`src/rtl/salc_pkg.sv`:
```
// ----------------------------------------------------------------------------
// salc_pkg: shared types and constants for the LRU cache simulator
// Holds the access codes, register indexes, controller states and the
// command bundle that the controller sends to the datapath.
// ----------------------------------------------------------------------------
package salc_pkg;

  localparam logic [1:0] OP_LOAD   = 2'd0;
  localparam logic [1:0] OP_STORE  = 2'd1;
  localparam logic [1:0] OP_MODIFY = 2'd2;

  localparam logic [1:0] REG_SET_BITS   = 2'd0;
  localparam logic [1:0] REG_WAY_COUNT  = 2'd1;
  localparam logic [1:0] REG_BLOCK_BITS = 2'd2;

  localparam logic [2:0] AGE_MAX = 3'd7;

  typedef enum logic [1:0] {
    ST_IDLE,
    ST_READ,
    ST_UPDATE,
    ST_OUTPUT
  } salc_state_t;

  typedef struct packed {
    logic capture;
    logic update;
    logic show;
    logic clear_out;
  } salc_cmd_t;

endpackage

```
`src/rtl/salc_ctrl.sv`:
```
// ----------------------------------------------------------------------------
// salc_ctrl: sequencing of one access
// Captures an item, lets the set read settle, commits the update and holds
// the result in the output register until it is taken.
// ----------------------------------------------------------------------------
module salc_ctrl (
  input  logic               clk,
  input  logic               rst,
  input  logic               clearing,
  input  logic               in_valid,
  output logic               in_ready,
  output logic               out_valid,
  input  logic               out_ready,
  output salc_pkg::salc_cmd_t cmd
);
  import salc_pkg::*;

  salc_state_t state, state_next;

  always_ff @(posedge clk) begin
    if (rst) begin
      state <= ST_IDLE;
    end else begin
      state <= state_next;
    end
  end

  always_comb begin
    state_next = state;
    case (state)
      ST_IDLE:   if (in_valid && !clearing) state_next = ST_READ;
      ST_READ:   state_next = ST_UPDATE;
      ST_UPDATE: state_next = ST_OUTPUT;
      ST_OUTPUT: begin
        if (out_ready) state_next = in_valid ? ST_READ : ST_IDLE;
      end
      default:   state_next = ST_IDLE;
    endcase
  end

  always_comb begin
    in_ready      = 1'b0;
    out_valid     = 1'b0;
    cmd           = '0;
    case (state)
      ST_IDLE: begin
        in_ready    = !clearing;
        cmd.capture = in_valid & !clearing;
      end
      ST_READ:   ;
      ST_UPDATE: cmd.update = 1'b1;
      ST_OUTPUT: begin
        out_valid   = 1'b1;
        in_ready    = out_ready;
        cmd.capture = out_ready & in_valid;
      end
      default: ;
    endcase
  end

endmodule

```
`config.mk`:
```
export PLATFORM = sky130hd
export DESIGN_NAME = salc_ctrl
export DESIGN_NICKNAME = d
export VERILOG_FILES = /design/src/rtl/salc_pkg.sv /design/src/rtl/salc_ctrl.sv
export SDC_FILE = /design/constraint.sdc
export NUM_CORES = 1
export LEC_CHECK = 0
export ABC_CLOCK_PERIOD_IN_PS = 1600
export BUFFER_PORTS_ARGS = -buffer_cell sky130_fd_sc_hd__clkbuf_2
export CAP_MARGIN = 20
export CORE_AREA = 2 2 39 41
export DETAILED_ROUTE_END_ITERATION = 10
export DIE_AREA = 0 0 41 43
export GPL_TIMING_DRIVEN = 1
export MAX_ROUTING_LAYER = met4
export SLEW_MARGIN = 20
export SYNTH_ARGS = -nofsm -noshare
export SYNTH_HDL_FRONTEND = slang
export SYNTH_SLANG_ARGS = --single-unit
```
`constraint.sdc`:
```
create_clock -name clk -period 1.6 [get_ports clk]
set_input_delay 0.24 -clock clk [delete_from_list [all_inputs] [get_ports clk]]
set_output_delay 0.24 -clock clk [all_outputs]
set_load 0.01 [all_outputs]
```
Yosys cells after proc, flatten, opt, wreduce, memory -nomap -nowiden
Index checks and enable logic that the tools add are counted.

Flip-flop bits (word level): 2. Output and inout port bits: 6.

Bitwise logic cells: 2. Eq/ne operators: 5. Multiplexer cells: 8. Reduce and logical (&&, ||, !) cells: 4.

Operators with widths (number): 2-bit one-hot mux with 4 select lines (1); 2-bit equality test, second input constant (2); 2-bit two-way mux (2); 2-bit inequality test, second input constant (2); 1-bit one-hot mux with 2 select lines (2); 1-bit two-way mux (3); 1-bit bitwise AND (2); 2-bit by 1-bit equality test with 1-bit output, second input constant (1); 2-bit zero test (1); 2-bit AND reduction (1); 1-bit logical AND (1); 1-bit zero test (1).

Logic depth before layout (Yosys ltp)
Depth in word-level cells: 4. Mapped depth: 5. Gate-level depth less buffers: 5.

Least setup slack after synthesis
OpenSTA, ideal clock, no wires.

Path kind: reg-to-output. Start point: register state[0]. End point: output cmd[3] (netlist name). Path buffers: 0. Slack: 269 ps. Arrival time: 1091 ps. Stages on the path, launching flop included: 4. Required time: 1360 ps. Cells stage by stage: dfxtp_1 inv_1 ha_1 nor3b_1.

RTL lines: start, declared (RTL line salc_ctrl.sv:18) `salc_state_t state, state_next;`; start signal, assigned (RTL line salc_ctrl.sv:24) `state <= state_next;`; end, declared (RTL line salc_ctrl.sv:14) `output salc_pkg::salc_cmd_t cmd`.

==> metrics.md <==
| Metric | Value |
|---|---|
| Status | finished clean |
| Most common cell in the synthesized netlist | ha_1 |
| Pwr dens | 1620 nW/um^2 |
| Worst Skew | roughly 0.0023 ns |
| Die footprint | 1760 um^2 |
| Ys Warns | 0 |
| Hold crit path type | in2reg |
| Grt ovf | 0 |
| ANT nets after route | 0 |
| Final WL | between 400 and 500 um |
| Num CTS Buffers | 3 |
| Root Buffer | clkbuf_4 |
| Worst Setup SP | state[0] |
| Post-CTS setup buffer count | 0 |
| H-tree depth | 1 |
| Yosys cell types | 16 |
| WP data required | 1.36 ns |
| Worst setup path end | cmd[3] |
| Crit path kind | reg2out |
| Async SR Flop Fraction | 0% |
| Post-synth EDFFs | 0 |
| Largest net degree at the start of global routing | 7 |
| # port buffers | 8 |
| Critical path arrival | 1.27 ns |
| R2r startpoint | state[0] |
| Starting Density | approximately 18% |
| Synth top area cells | ha_1, dfxtp_1, nand2b_1 |
| First-pass GRT wire length | 627 um |
| Final setup viols | 0 |
| Cell row count | 14 |
| DR iter-0 viols | 0 |
| # DRC | 0 |
| Leading registers by flop count | state: 2 flops |
| Design area | around 330 um^2 |
| Clock latency on the worst-skew pair | 0.22 ns |
| Yosys top cell area share | between 20 and 30% |
| Fin crit share | 94.1% |
| Wire length per cell | just under 8 um |
| CP Capture Type | primary output |
| Antenna violations before repair | 0 |
| RSZ-0062 raised after global routing | no |
| Core area | 1380 um^2 |
| I/O pins | 11 |
| Synthesized flop and latch total | 2 |
| R2r setup slk | between 0.3 and 0.4 ns |
| Detailed-route via count | approximately 200 |
| VDD IR-drop max | 0.599 mV |
| Area growth, synth to finish | 35.1% |
| DR vias/cell | ~3.8 |
| Die Span Y | 43 um |
| Seq/Total Area, Yosys | between 10% and 20% |
| Fmax | between 0.6 and 0.7 GHz |
| Dpl cell area | between 200 and 300 um^2 |
| Fin crit period | around 1.5 ns |
| Endpoints failing hold | 0 |
| Clock tree sinks | 2 |
| Max Fanout on Critical Path | 5 |
| Post-synthesis cell count | 28 |
| Leakage | 0.160 nW |
| Chip width | 41 um |
| Vias in the first global route | about 160 |
| Worst-path clk slew | approximately 0.03 ns |
| Nets@finish | 50 |
| Maximum root-to-sink buffer count | 2 |
| Worst Reg-to-Reg Cells | 5 |
| Primary FF master, synth | dfxtp_1 |
| Fraction of layout cells with a size suffix above 1 | 42.1% |
| Max_cap viols | 0 |
| Area leader, netlist | ha_1 |
| CTS tree | done |
| Total power | 0.530 mW |
| Startpoint Class | flop |
| N_diodes | 0 |
| Syn avg cell area | approximately 8.7 um^2 |
| Top reg by flops | state |
| # fillers | 160 |
| GPL Wtd Cong | about 0.8 |
| Drt first pass iters | 1 |
| GRT Total Usage | 5.54% |
| Max-slew violations | 0 |
| Commonest cells in the netlist | ha_1, a21oi_1, nand2b_1 |
| Setup TNS | 0 ns |
| Worst R2R End | state[0] |
| Max FFs per register | 2 |
| Synth Cell Area | roughly 240 um^2 |
| DPL Wire Length | around 360 um |
| Hold_buf cts | 0 |
-- cell type report --
cell class / instances / area, um^2 / share of cell area, %
Multi-Input combinational cell: 23 / 196 / 59.9
Sequential cell: 2 / 41.3 / 12.6
Timing Repair Buffer: 8 / 40.0 / 12.2
Clock buffer: 3 / 22.5 / 6.87
Tap cell: 16 / 20.0 / 6.11
Inverter: 2 / 7.51 / 2.29
-- kinds of logic (layout without fill, tap and decap cells) --
logic type                 after synthesis  after routing  synth area share [%]
AOI/OAI and AO/OA                        6              6                  19.1
adders and majority gates                5              5                  25.8
buffers and inverters                    4             13                  9.28
DFF                                      2              2                  16.5
muxes                                    1              1                  4.12
other                                    1              2                  1.54
and+or+nand+nor                          9              9                  23.7
-- metal layers --
layer | track usage [%] | share of wire, % | up-vias
met5 | - | 0 | -
met3 | 0 | 4.0 | 0
met2 | 6.88 | 47 | 4
li1 | - | - | 112
met1 | 7.35 | 49 | 87
met4 | 6.00 | 0 | 0
-- stage by stage --
| step | util, % | setup WS [ns] | hold WS [ns] | cells |
|---|---|---|---|---|
| global placement | 21.1 | 0.211 | 0.438 | 51 |
| global route | 23.7 | 0.0268 | 0.219 | 54 |
| detailed placement | 21.1 | 0.187 | 0.438 | 51 |
| finish | 23.7 | 0.0940 | 0.214 | 54 |
| floorplan | - | 0.269 | 0.306 | 29 |
| CTS | 23.7 | 0.0209 | 0.204 | 54 |
-- repair_timing --
action	4_1_cts	5_1_grt
setup endpoints to repair	1	1
gates resized for setup	2	1
pin swaps	0	0
-- power breakdown --
group	internal [mW]	switching (mW)
combinational	0.152	0.166
sequential	0.0755	0.0265
clock	0.0826	0.0270
total	0.310	0.219
-- critical path, stage by stage, from the launching register on --
cell and delay, ns:
dfxtp_1 0.36, inv_2 0.09, ha_4 0.25, nor3b_1 0.19, clkbuf_2 0.16
-- placed cells by master (no fill, tap or decap), drive strengths merged --
master,synthesis,final
ha,5,5
mux2i,1,1
nor2b,1,1
inv,2,2
nand2b,4,4
conb,1,2
a211oi,1,1
dfxtp,2,2
a211o,1,1
nand2,1,1
a21oi,3,3
a221oi,1,1
nor3b,1,1
nor2,2,2
clkbuf,0,11
-- worst min-delay path by stage --
stage | startpoint | to | slack [ns] | depth (start not counted)
3_5_place_dp | rst | state[0] | 0.44 | 2
4_1_cts | rst | state[0] | 0.20 | 2
6_report | rst | state[0] | 0.21 | 2
2_1_floorplan | rst | state[0] | 0.31 | 1
3_3_place_gp | rst | state[0] | 0.44 | 2
5_1_grt | rst | state[0] | 0.22 | 2
No activity file was read; power rests on OpenSTA's default activity.
